===== config.mk =====
export PLATFORM = sky130hd
export DESIGN_NAME = top_k_score_select_flat
export DESIGN_NICKNAME = d
export VERILOG_FILES = /design/src/design/tksel_pkg.sv /design/src/design/tksel_if.sv /design/src/design/tksel_cell.sv /design/src/design/top_k_score_select.sv /design/src/flat_wrapper.sv
export SDC_FILE = /design/constraint.sdc
export NUM_CORES = 2
export LEC_CHECK = 0
export ABC_AREA = 1
export BUFFER_PORTS_ARGS = -buffer_cell sky130_fd_sc_hd__buf_2
export CORE_ASPECT_RATIO = 1.25
export CORE_UTILIZATION = 45
export DETAILED_ROUTE_END_ITERATION = 7
export GPL_TIMING_DRIVEN = 0
export PLACE_DENSITY = 0.59
export SYNTH_ARGS = -nofsm -noshare
export SYNTH_HDL_FRONTEND = slang
export SYNTH_SLANG_ARGS = --single-unit

===== constraint.sdc =====
create_clock -name i_clk -period 19.7 [get_ports i_clk]
set_clock_uncertainty 0.05 [all_clocks]
set_input_delay 5.91 -clock i_clk [delete_from_list [all_inputs] [get_ports i_clk]]
set_output_delay 5.91 -clock i_clk [all_outputs]
set_load 0.01 [all_outputs]

===== src/design/tksel_pkg.sv =====
// Shared types and constants of the top-k score selector.
// Used by the channel interfaces, the selection cell and the top level.
package tksel_pkg;

    localparam int ID_W       = 24;
    localparam int SCORE_W    = 16;
    localparam int KC_W       = 5;
    localparam int CFG_IDX_W  = 2;
    localparam int CFG_DATA_W = 16;

    typedef logic [CFG_IDX_W-1:0] t_cfg_idx;

    localparam t_cfg_idx REG_THRESHOLD  = t_cfg_idx'(0);
    localparam t_cfg_idx REG_KEEP_COUNT = t_cfg_idx'(1);

    localparam logic [KC_W-1:0] KEEP_COUNT_RESET = KC_W'(16);

    typedef struct packed {
        logic [ID_W-1:0]    id;
        logic [SCORE_W-1:0] score;
    } t_entry;

    typedef struct packed {
        logic   valid;
        t_entry ent;
    } t_slot;

    // Per-cycle commands broadcast to every cell of the chain.
    typedef struct packed {
        logic ins;
        logic shift;
        logic clr;
    } t_cell_ctrl;

endpackage


===== src/design/tksel_if.sv =====
// Valid/ready channel interfaces of the top-k score selector.
// Depends on tksel_pkg for field widths.
interface tksel_item_if import tksel_pkg::*; ();
    logic               valid;
    logic               ready;
    logic [ID_W-1:0]    item_id;
    logic [SCORE_W-1:0] item_score;
    logic               set_end;

    modport source (output valid, item_id, item_score, set_end, input ready);
    modport sink   (input valid, item_id, item_score, set_end, output ready);
endinterface

interface tksel_res_if import tksel_pkg::*; ();
    logic               valid;
    logic               ready;
    logic [ID_W-1:0]    out_id;
    logic [SCORE_W-1:0] out_score;
    logic               found;
    logic               final_res;

    modport source (output valid, out_id, out_score, found, final_res, input ready);
    modport sink   (input valid, out_id, out_score, found, final_res, output ready);
endinterface

interface tksel_cfg_if import tksel_pkg::*; ();
    logic                  valid;
    logic                  ready;
    logic [CFG_IDX_W-1:0]  index;
    logic [CFG_DATA_W-1:0] data;

    modport source (output valid, index, data, input ready);
    modport sink   (input valid, index, data, output ready);
endinterface


===== src/design/tksel_cell.sv =====
// One slot of the sorted chain: holds an entry and its valid bit.
// Depends on tksel_pkg for the slot and control types.
module tksel_cell import tksel_pkg::*; (
    input  logic       i_clk,
    input  logic       i_rst_n,
    input  t_cell_ctrl i_ctrl,
    input  t_entry     i_new,
    input  t_slot      i_prev,
    input  logic       i_prev_disp,
    input  t_slot      i_next,
    output t_slot      o_slot,
    output logic       o_disp
);

    t_slot r_slot;
    t_slot n_slot;

    // The new entry ranks ahead of this slot when the slot is empty or the
    // new score is strictly higher; equal scores keep arrival order.
    assign o_disp = i_ctrl.ins && (!r_slot.valid || (i_new.score > r_slot.ent.score));
    assign o_slot = r_slot;

    always_comb begin
        n_slot = r_slot;
        if (i_ctrl.clr) begin
            n_slot.valid = 1'b0;
        end else if (i_ctrl.shift) begin
            n_slot = i_next;
        end else if (o_disp) begin
            if (i_prev_disp) begin
                n_slot = i_prev;
            end else begin
                n_slot.valid = 1'b1;
                n_slot.ent   = i_new;
            end
        end
    end

    always_ff @(posedge i_clk) begin
        r_slot.ent <= n_slot.ent;
        if (!i_rst_n) begin
            r_slot.valid <= 1'b0;
        end else begin
            r_slot.valid <= n_slot.valid;
        end
    end

endmodule


===== src/design/top_k_score_select.sv =====
// Top level of the top-k score selector: chain of sorting cells and emit control.
// Depends on tksel_pkg, the channel interfaces in tksel_if and tksel_cell.
//
// Usage: candidates arrive on i_item, one (item_id, item_score) item per
// cycle, the last item of a set marked by set_end. Every item is inserted into
// a chain of MAX_KEEP cells sorted by descending score in the cycle it is
// accepted, so a set streams in at one item per cycle. Equal scores keep
// arrival order; when the chain is full an item enters only if it beats the
// lowest kept score.
// After the item carrying set_end, i_item.ready drops and the chain drains
// from its head into an output register: the first result is registered once
// that register is free, then one result per cycle while o_res.ready is high.
// At most keep_count entries are sent, stopping at the first score below
// score_threshold; if none qualifies a single result with found low is sent.
// final_res marks the last result of the set. The chain is emptied with the
// last result and i_item.ready returns the next cycle. A stalled receiver
// simply holds the output register and freezes the drain. The user must write
// registers on i_cfg (always ready) only while the block is idle; the block
// itself does not enforce it. Reset empties the chain, sets score_threshold
// to 0 and keep_count to 16.
module top_k_score_select import tksel_pkg::*; #(
    parameter int MAX_KEEP = 16
) (
    input  logic              i_clk,
    input  logic              i_rst_n,
    tksel_item_if.sink        i_item,
    tksel_cfg_if.sink         i_cfg,
    tksel_res_if.source       o_res
);

    localparam int CW = $clog2(MAX_KEEP + 1);
    localparam int LW = ((CW > KC_W) ? CW : KC_W) + 1;

    typedef enum logic [1:0] {
        S_IDLE = 2'b01,
        S_EMIT = 2'b10
    } t_state;

    t_state r_state;
    t_state n_state;

    logic [SCORE_W-1:0] r_thr;
    logic [KC_W-1:0]    r_keep;
    logic [CW-1:0]      r_cnt;
    logic [CW-1:0]      n_cnt;

    logic               r_out_valid;
    logic [ID_W-1:0]    r_out_id;
    logic [SCORE_W-1:0] r_out_score;
    logic               r_out_found;
    logic               r_out_final;

    t_slot      slot [MAX_KEEP+1];
    logic       disp [MAX_KEEP+1];
    t_cell_ctrl ctrl;
    t_entry     new_ent;

    logic          in_fire;
    logic          out_free;
    logic          emit_step;
    logic          q0;
    logic          q1;
    logic [LW-1:0] cnt_ext;
    logic [LW-1:0] keep_ext;

    assign i_item.ready = r_state[0];
    assign i_cfg.ready  = 1'b1;
    assign in_fire      = i_item.valid && i_item.ready;

    assign new_ent.id    = i_item.item_id;
    assign new_ent.score = i_item.item_score;

    // Slot past the tail is always empty; it feeds the last cell on a shift.
    assign slot[MAX_KEEP] = '0;
    assign disp[0]        = 1'b0;

    genvar gi;
    generate
        for (gi = 0; gi < MAX_KEEP; gi++) begin : g_cell
            t_slot prev_slot;
            if (gi == 0) begin : g_head
                assign prev_slot = '0;
            end else begin : g_body
                assign prev_slot = slot[gi-1];
            end
            tksel_cell u_cell (
                .i_clk       (i_clk),
                .i_rst_n     (i_rst_n),
                .i_ctrl      (ctrl),
                .i_new       (new_ent),
                .i_prev      (prev_slot),
                .i_prev_disp (disp[gi]),
                .i_next      (slot[gi+1]),
                .o_slot      (slot[gi]),
                .o_disp      (disp[gi+1])
            );
        end
    endgenerate

    // Head entry qualifies if present, at or above the threshold and still within
    // keep_count; the second entry is checked the same way one count ahead so
    // the final result can be flagged as it is sent.
    assign cnt_ext  = LW'(r_cnt);
    assign keep_ext = LW'(r_keep);
    assign q0 = slot[0].valid && (slot[0].ent.score >= r_thr) && (cnt_ext < keep_ext);
    assign q1 = slot[1].valid && (slot[1].ent.score >= r_thr)
                && ((cnt_ext + LW'(1)) < keep_ext);

    assign out_free  = !r_out_valid || o_res.ready;
    assign emit_step = r_state[1] && out_free;

    assign ctrl.ins   = in_fire;
    assign ctrl.shift = emit_step && q0;
    assign ctrl.clr   = emit_step && !(q0 && q1);

    always_comb begin
        n_state = r_state;
        n_cnt   = r_cnt;
        unique case (r_state)
            S_IDLE: begin
                if (in_fire && i_item.set_end) begin
                    n_state = S_EMIT;
                    n_cnt   = '0;
                end
            end
            S_EMIT: begin
                if (emit_step) begin
                    if (q0 && q1) begin
                        n_cnt = r_cnt + CW'(1);
                    end else begin
                        n_state = S_IDLE;
                        n_cnt   = '0;
                    end
                end
            end
            default: begin
                n_state = S_IDLE;
                n_cnt   = '0;
            end
        endcase
    end

    always_ff @(posedge i_clk) begin
        if (!i_rst_n) begin
            r_state     <= S_IDLE;
            r_cnt       <= '0;
            r_out_valid <= 1'b0;
            r_thr       <= '0;
            r_keep      <= KEEP_COUNT_RESET;
        end else begin
            r_state <= n_state;
            r_cnt   <= n_cnt;
            if (emit_step) begin
                r_out_valid <= 1'b1;
            end else if (o_res.ready) begin
                r_out_valid <= 1'b0;
            end
            if (i_cfg.valid && i_cfg.ready) begin
                if (i_cfg.index == REG_THRESHOLD) begin
                    r_thr <= i_cfg.data;
                end else if (i_cfg.index == REG_KEEP_COUNT) begin
                    r_keep <= i_cfg.data[KC_W-1:0];
                end
            end
        end
    end

    // Result payload: the head entry, or an empty marker when nothing qualified.
    always_ff @(posedge i_clk) begin
        if (emit_step) begin
            if (q0) begin
                r_out_id    <= slot[0].ent.id;
                r_out_score <= slot[0].ent.score;
                r_out_found <= 1'b1;
                r_out_final <= !q1;
            end else begin
                r_out_id    <= '0;
                r_out_score <= '0;
                r_out_found <= 1'b0;
                r_out_final <= 1'b1;
            end
        end
    end

    assign o_res.valid     = r_out_valid;
    assign o_res.out_id    = r_out_id;
    assign o_res.out_score = r_out_score;
    assign o_res.found     = r_out_found;
    assign o_res.final_res = r_out_final;

endmodule

===== src/flat_wrapper.sv =====
// flat-port wrapper written by rule: the top's interface ports become plain ports
module top_k_score_select_flat import tksel_pkg::*;
#(
    parameter int MAX_KEEP = 16
)
  (i_clk, i_rst_n, i_item_valid, i_item_item_id, i_item_item_score, i_item_set_end, i_item_ready, i_cfg_valid, i_cfg_index, i_cfg_data, i_cfg_ready, o_res_valid, o_res_out_id, o_res_out_score, o_res_found, o_res_final_res, o_res_ready);
  tksel_item_if i_item_i ();
  tksel_cfg_if i_cfg_i ();
  tksel_res_if o_res_i ();
  input  logic i_clk;
  input  logic i_rst_n;
  input wire logic [$bits(i_item_i.valid)-1:0] i_item_valid;
  input wire logic [$bits(i_item_i.item_id)-1:0] i_item_item_id;
  input wire logic [$bits(i_item_i.item_score)-1:0] i_item_item_score;
  input wire logic [$bits(i_item_i.set_end)-1:0] i_item_set_end;
  output wire logic [$bits(i_item_i.ready)-1:0] i_item_ready;
  input wire logic [$bits(i_cfg_i.valid)-1:0] i_cfg_valid;
  input wire logic [$bits(i_cfg_i.index)-1:0] i_cfg_index;
  input wire logic [$bits(i_cfg_i.data)-1:0] i_cfg_data;
  output wire logic [$bits(i_cfg_i.ready)-1:0] i_cfg_ready;
  output wire logic [$bits(o_res_i.valid)-1:0] o_res_valid;
  output wire logic [$bits(o_res_i.out_id)-1:0] o_res_out_id;
  output wire logic [$bits(o_res_i.out_score)-1:0] o_res_out_score;
  output wire logic [$bits(o_res_i.found)-1:0] o_res_found;
  output wire logic [$bits(o_res_i.final_res)-1:0] o_res_final_res;
  input wire logic [$bits(o_res_i.ready)-1:0] o_res_ready;
  assign i_item_i.valid = i_item_valid;
  assign i_item_i.item_id = i_item_item_id;
  assign i_item_i.item_score = i_item_item_score;
  assign i_item_i.set_end = i_item_set_end;
  assign i_item_ready = i_item_i.ready;
  assign i_cfg_i.valid = i_cfg_valid;
  assign i_cfg_i.index = i_cfg_index;
  assign i_cfg_i.data = i_cfg_data;
  assign i_cfg_ready = i_cfg_i.ready;
  assign o_res_valid = o_res_i.valid;
  assign o_res_out_id = o_res_i.out_id;
  assign o_res_out_score = o_res_i.out_score;
  assign o_res_found = o_res_i.found;
  assign o_res_final_res = o_res_i.final_res;
  assign o_res_i.ready = o_res_ready;
  top_k_score_select #(.MAX_KEEP(MAX_KEEP)) u_core (.i_clk(i_clk), .i_rst_n(i_rst_n), .i_item(i_item_i), .i_cfg(i_cfg_i), .o_res(o_res_i));
endmodule

# Word level (Yosys, flattened, before mapping)
# Cells that the tools add are included.
# Widths: inputs -> output; s select.
# op_classes
add_sub_neg	2
n_lt_le_gt_ge	20
n_eq_ne	6
n_mux	57
bitwise	3
n_reduce_logical	102
# ops
cell	count
$mux 41	45
$gt 16x16->1	16
$mux 40	1
$reduce_and 2->1	18
$reduce_bool 2->1	17
$ge 16x16->1	2
$logic_and 1x1->1	26
$logic_not 1->1	19
$logic_or 1x1->1	17
$mux 5	3
$pmux 5 s2	1
$add 5x1->6 const B	1
$lt 6x5->1	1
$mux 2	3
$reduce_and 3->1	2
$add 5x1->5 const B	1
$lt 5x5->1	1
$eq 2x1->1 const B	2
$ne 2x1->1 const B	2
$pmux 2 s2	1
$mux 1	3
$not 1->1	3
$reduce_or 3->1	1
$eq 2x2->1 const B	1
other kinds (3)	3
# totals
register_bits	727
out_inout_bits	45
wordCells	247

# Logic depth before layout (Yosys ltp)
# logic_depth
word_depth	8
ltp_mapped	19
depth_no_buf	17

# Hierarchy
# From an unflattened synthesis, not the netlist that was laid out.
# hier_totals
cells_unflattened	5343
hier_area_um2	44111.1
# by_module_without_submodules
mod	instances	cells_per_inst	area_each_um2	seq_area_each_um2
tksel_cell at u_core.g_cell[0].u_cell ...	12	306	2493.6	1221.2
tksel_cell at u_core.g_cell[6].u_cell ...	4	307	2502.4	1221.2
top_k_score_select	1	443	4177.8	1841.8

# Worst setup path before layout
# Ideal clock, no wire load.
# synth_timing
path_type	input port to flip-flop
start	input port o_res_ready
end	register u_core.g_cell[0].u_cell.r_slot, in the netlist u_core.g_cell[0].u_cell.o_slot[0] (enable)
t_arrival_ns	9.917
required_time_ns	19.199
path_slack_ns	9.282
stages	7
path_buffers	3
cell_sequence	nor2_1 > nor2_2 > nand4_4 > buf_6 > buf_6 > buf_6 > a21oi_1
# synth_between
elab_chain_cells	5
# synth_lines
element	line	source
from (decl)	flat_wrapper.sv:26	input wire logic [$bits(o_res_i.ready)-1:0] o_res_ready;
$logic_or 1x1->1 (*)	top_k_score_select.sv:109	assign out_free = !r_out_valid || o_res.ready;
$logic_and 1x1->1 (*)	top_k_score_select.sv:110	assign emit_step = r_state[1] && out_free;
named net u_core.emit_step	top_k_score_select.sv:60	logic emit_step;
$logic_and 1x1->1 (on tied branches)	top_k_score_select.sv:113, top_k_score_select.sv:114	
$reduce_bool 2->1 (no source line) or $not 1->1 (tied branches)	-	
$reduce_and 2->1 (no source line) (*)	-	
to (decl)	tksel_cell.sv:15	t_slot r_slot;
# The timed path passes the listed nets; every way through them passes the cells marked *.
# A chain may end at the register's enable or synchronous reset.

# Final worst setup path
# layout_timing
start	input port i_item_item_score[0]
end	register u_core.g_cell[0].u_cell.r_slot, in the netlist u_core.g_cell[0].u_cell.o_slot[5] (enable)
# layout_between
elab_chain_cells	5
# layout_lines
element	line	source
from (decl)	flat_wrapper.sv:14	input wire logic [$bits(i_item_i.item_score)-1:0] i_item_item_score;
$gt 16x16->1	tksel_cell.sv:20	assign o_disp = i_ctrl.ins && (!r_slot.valid || (i_new.score > r_slot.ent.score));
$logic_or 1x1->1	tksel_cell.sv:20	
$logic_and 1x1->1	tksel_cell.sv:20	
$reduce_bool 2->1 (no source line)	-	
$reduce_and 2->1 (no source line)	-	
# No other way between the ends.

==> metrics.yaml <==
worst_hold_path:
  hold_class: "reg2reg"
  hold_depth: 2
  hold-path-endpoint: "u_core.g_cell[15].u_cell.o_slot[40]"
  hp-start: "u_core.g_cell[15].u_cell.o_slot[40]"
yosys:
  post_synth_main_area_contributors: "edfxtp_1, nand2_1, ha_1"
  synth_area_mm2: 0.04395
  yosysWarningCount: 0
  synth.net_count: 5697
  yosysTopAreaCellShare_pct: 46.60
  yosysUniqueCellTypes: 38
  flops_latches_synth: 727
  seq_area_frac_synth_pct: 48.65
  post_synth_inst_count: 5336
  synth_area_leader_cell: "edfxtp_1"
  per_instance_average_area_after_synthesis_um2: 8.236
clock_tree:
  number_of_resized_instances_in_the_post_cts_repair_step: 0
  htree_num_levels: 3
  cts_made_buffers: 81
  cts_post_setup_buffers_inserted: 0
  postCtsHoldBufs: 0
  clk_root_buffer_cell: "clkbuf_16"
  clkTransAtPathRegs_ns: 0.06
  tritoncts_num_sinks: 727
  cts_buffer_depth: 3
  clock_latency_ns: 0.66
  cts_tree: "yes"
critical_path:
  critical-path-top-cell-by-count: "nand2_1"
  crit_path_top_delay_cell: "clkinv_1"
  reg2regPathDepth: 14
  critical_path.startpoint_type: "input pin"
  cp_cell_sequence: "buf_2 > clkinv_1 > ha_1 > inv_1 > a21oi_1 > o21ai_0 > nand2_1 > nand3_1 > nand2_1 > nand2_1 > nand2_1 > nand2_1 > inv_1 > clkbuf_1 > a21oi_4 > buf_16"
  worst-endpoint-required_ns: 19.99
  crit_path_max_fanout: 25
  worstReg2RegEnd: "u_core.g_cell[0].u_cell.o_slot[5]"
  setup.worst_path.end_class: "register"
  r2r_start: "u_core.g_cell[0].u_cell.o_slot[3]"
  worstPathArrival_ns: 10.74
  reg2reg_slack_ns: 15.75
  category_of_the_critical_setup_timing_path: "in2reg"
  worst-path-stages: 16
  path_buf_inv: 6
  critical-path-top-delay-family: "buffers and inverters"
  cpPeakStageDelay_ns: 1.03
finish:
  layout-drive-gt1-share_pct: 7.348
  layout.cells.most_common_list: "nand2_1, inv_1, edfxtp_1"
  final.fill_count: 9304
  synthToLayoutAreaGrowth_pct: 12.26
  final_core_utilization_pct: 51.23
  register_cell_area_after_layout_mm2: 0.02138
  multi_input_comb_area_mm2: 0.01845
  layout_commonest_cell: "nand2_1"
  nets: 5903
route:
  ant_nets: 0
  routed-via-count: 36080
  post-route-drc-count: 0
  routed_wire_length_per_instance_um: 19.69
  drt_iter0_markers: 3050
  detail_route.wirelength_um: 135900
  route.detailed.vias_per_inst: 5.229
  drt-pass1-iter-count: 6
placed_design:
  port-buffer-count: 106
  dp_hpwl_um: 110700
  place.gp.congestion: 0.9262
sta:
  final-max-slew-violation-count: 0
  setup_total_neg_slack_ns: 0
  timing.hold.ws_ns: 0.4396
  timing_hold_violations_final: 0
  fin_crit_ns: 10.45
  max_slew.worst_pin.slew_ns: 1.202
  unrepaired_setup_endpoints_after_global_routing: "false"
  timing.max_slew.rel_slack_pct: 19.37
  final.period_utilization_pct: 53.06
  fmaxAchievable_mhz: 95.67
  setup_viol_count_final: 0
floorplan:
  floorplan.die.height_um: 351.4
  dieWidth_um: 281.5
  die_area_mm2: 0.09892
  start_util_pct: 45.64
  io-pin-count: 109
  num_rows: 127
  core_area_mm2: 0.09629
pwr:
  power_per_cell_area_mw_per_mm2: 131.6
  ir_worst_vdd_mv: 0.07315
  leakagePower_nw: 22.43
global_routing:
  wire_length_of_the_first_global_routing_pass_um: 203900
  grt_overflow: 0
  grt_antenna_before_repair: 2
  via_count_of_the_first_global_routing_pass: 35330
  grt_start_max_net_pins: 27
  gr-usage-all-layers_pct: 27.44
flow_run:
  max_cap_viol_count: 0
run_status:
  status: "finished clean"
==> worst max-delay path by stage <==
stage / start / end
after global routing: i_item_item_score[0] / u_core.g_cell[0].u_cell.o_slot[4]
final: i_item_item_score[0] / u_core.g_cell[0].u_cell.o_slot[5]
after floorplan: o_res_ready / u_core.g_cell[0].u_cell.o_slot[0]
after global placement: i_item_item_score[0] / u_core.g_cell[0].u_cell.o_slot[4]
after detailed placement: i_item_item_score[0] / u_core.g_cell[0].u_cell.o_slot[5]
after CTS: i_item_item_score[0] / u_core.g_cell[0].u_cell.o_slot[5]
==> cell type report <==
cell class,instances,area share [%]
repair buffers,123,2.009
multi-input cells,3569,37.39
clock inverters,47,0.9942
plain buffers,296,2.970
well taps,1290,3.272
flip-flops and latches,727,43.34
inverters,744,5.666
clock buffers,101,4.342
diodes,4,0.02029
==> stage by stage <==
step | total power [mW] | setup slack (ns) | std cells | area (µm²)
4_1_cts | 6.512 | 9.321 | 6897 | 49320
5_1_grt | 6.933 | 9.055 | 6899 | 49330
3_5_place_dp | 4.961 | 8.667 | 6749 | 46690
6_report | 6.492 | 9.247 | 6901 | 49330
2_1_floorplan | 4.157 | 9.282 | 5336 | 43950
3_3_place_gp | 4.835 | 6.586 | 6732 | 46090
==> tightest hold or removal path: cells and delay by family, from the launching register on <==
kind	cells	cell delay, ns
flip-flops	1	0.32
AO/OA/AOI/OAI	1	0.06
AND/OR/NAND/NOR	1	0.06
==> Yosys cell counts <==
cell type / number
nor4_1: 1
inv_4: 1
a31oi_1: 3
o21ai_1: 405
nor2_2: 2
buf_6: 26
a21oi_1: 199
a21o_1: 13
clkbuf_1: 145
nor2_4: 1
buf_1: 8
xor2_1: 3
o211ai_1: 51
ha_1: 297
buf_2: 112
nand4_4: 1
nand3b_1: 1
o22ai_1: 80
nand3_1: 436
o21bai_1: 2
nand2_2: 2
clkinv_1: 25
inv_1: 716
nand4_1: 27
o21a_1: 4
nand2_4: 1
nand2_1: 1411
a21oi_2: 5
nor3_1: 13
conb_1: 1
o21ai_0: 261
inv_2: 2
edfxtp_1: 682
buf_4: 5
or2_0: 9
nand3_4: 1
nor2_1: 339
dfxtp_1: 45
==> state kept, by name, summed over array words and instances (netlist names) <==
signal / flops
u_core.r_thr: 16
u_core.g_cell.u_cell.o_slot: 656
u_core.o_res.valid: 1
u_core.o_res.final_res: 1
u_core.r_keep: 5
u_core.r_state: 2
u_core.r_cnt: 5
u_core.o_res.found: 1
u_core.o_res.out_score: 16
u_core.o_res.out_id: 24
==> per-layer routing <==
metal	GRT usage (%)	share of wire [%]	vias up
li1	-	-	18250
met1	33.94	41	16410
met2	48.60	49	1145
met3	3.034	5.8	279
met4	11.05	4.1	0
met5	0	0	-
==> cell families after synthesis <==
group	Yosys count	synth area share, %
and+or+nand+nor	2245	20.80
buffers and inverters	1040	9.695
AOI/OAI and AO/OA	1023	12.33
DFF	727	48.65
adders and majority gates	297	8.456
xor gates and xnor gates	3	0.05980
other	1	0.008533
==> report_power, final <==
group / switching, mW / internal (mW)
combinational: 1.64 / 0.752
sequential: 0.156 / 2.41
clock: 0.653 / 0.890
(Power assumes the default switching activity.)
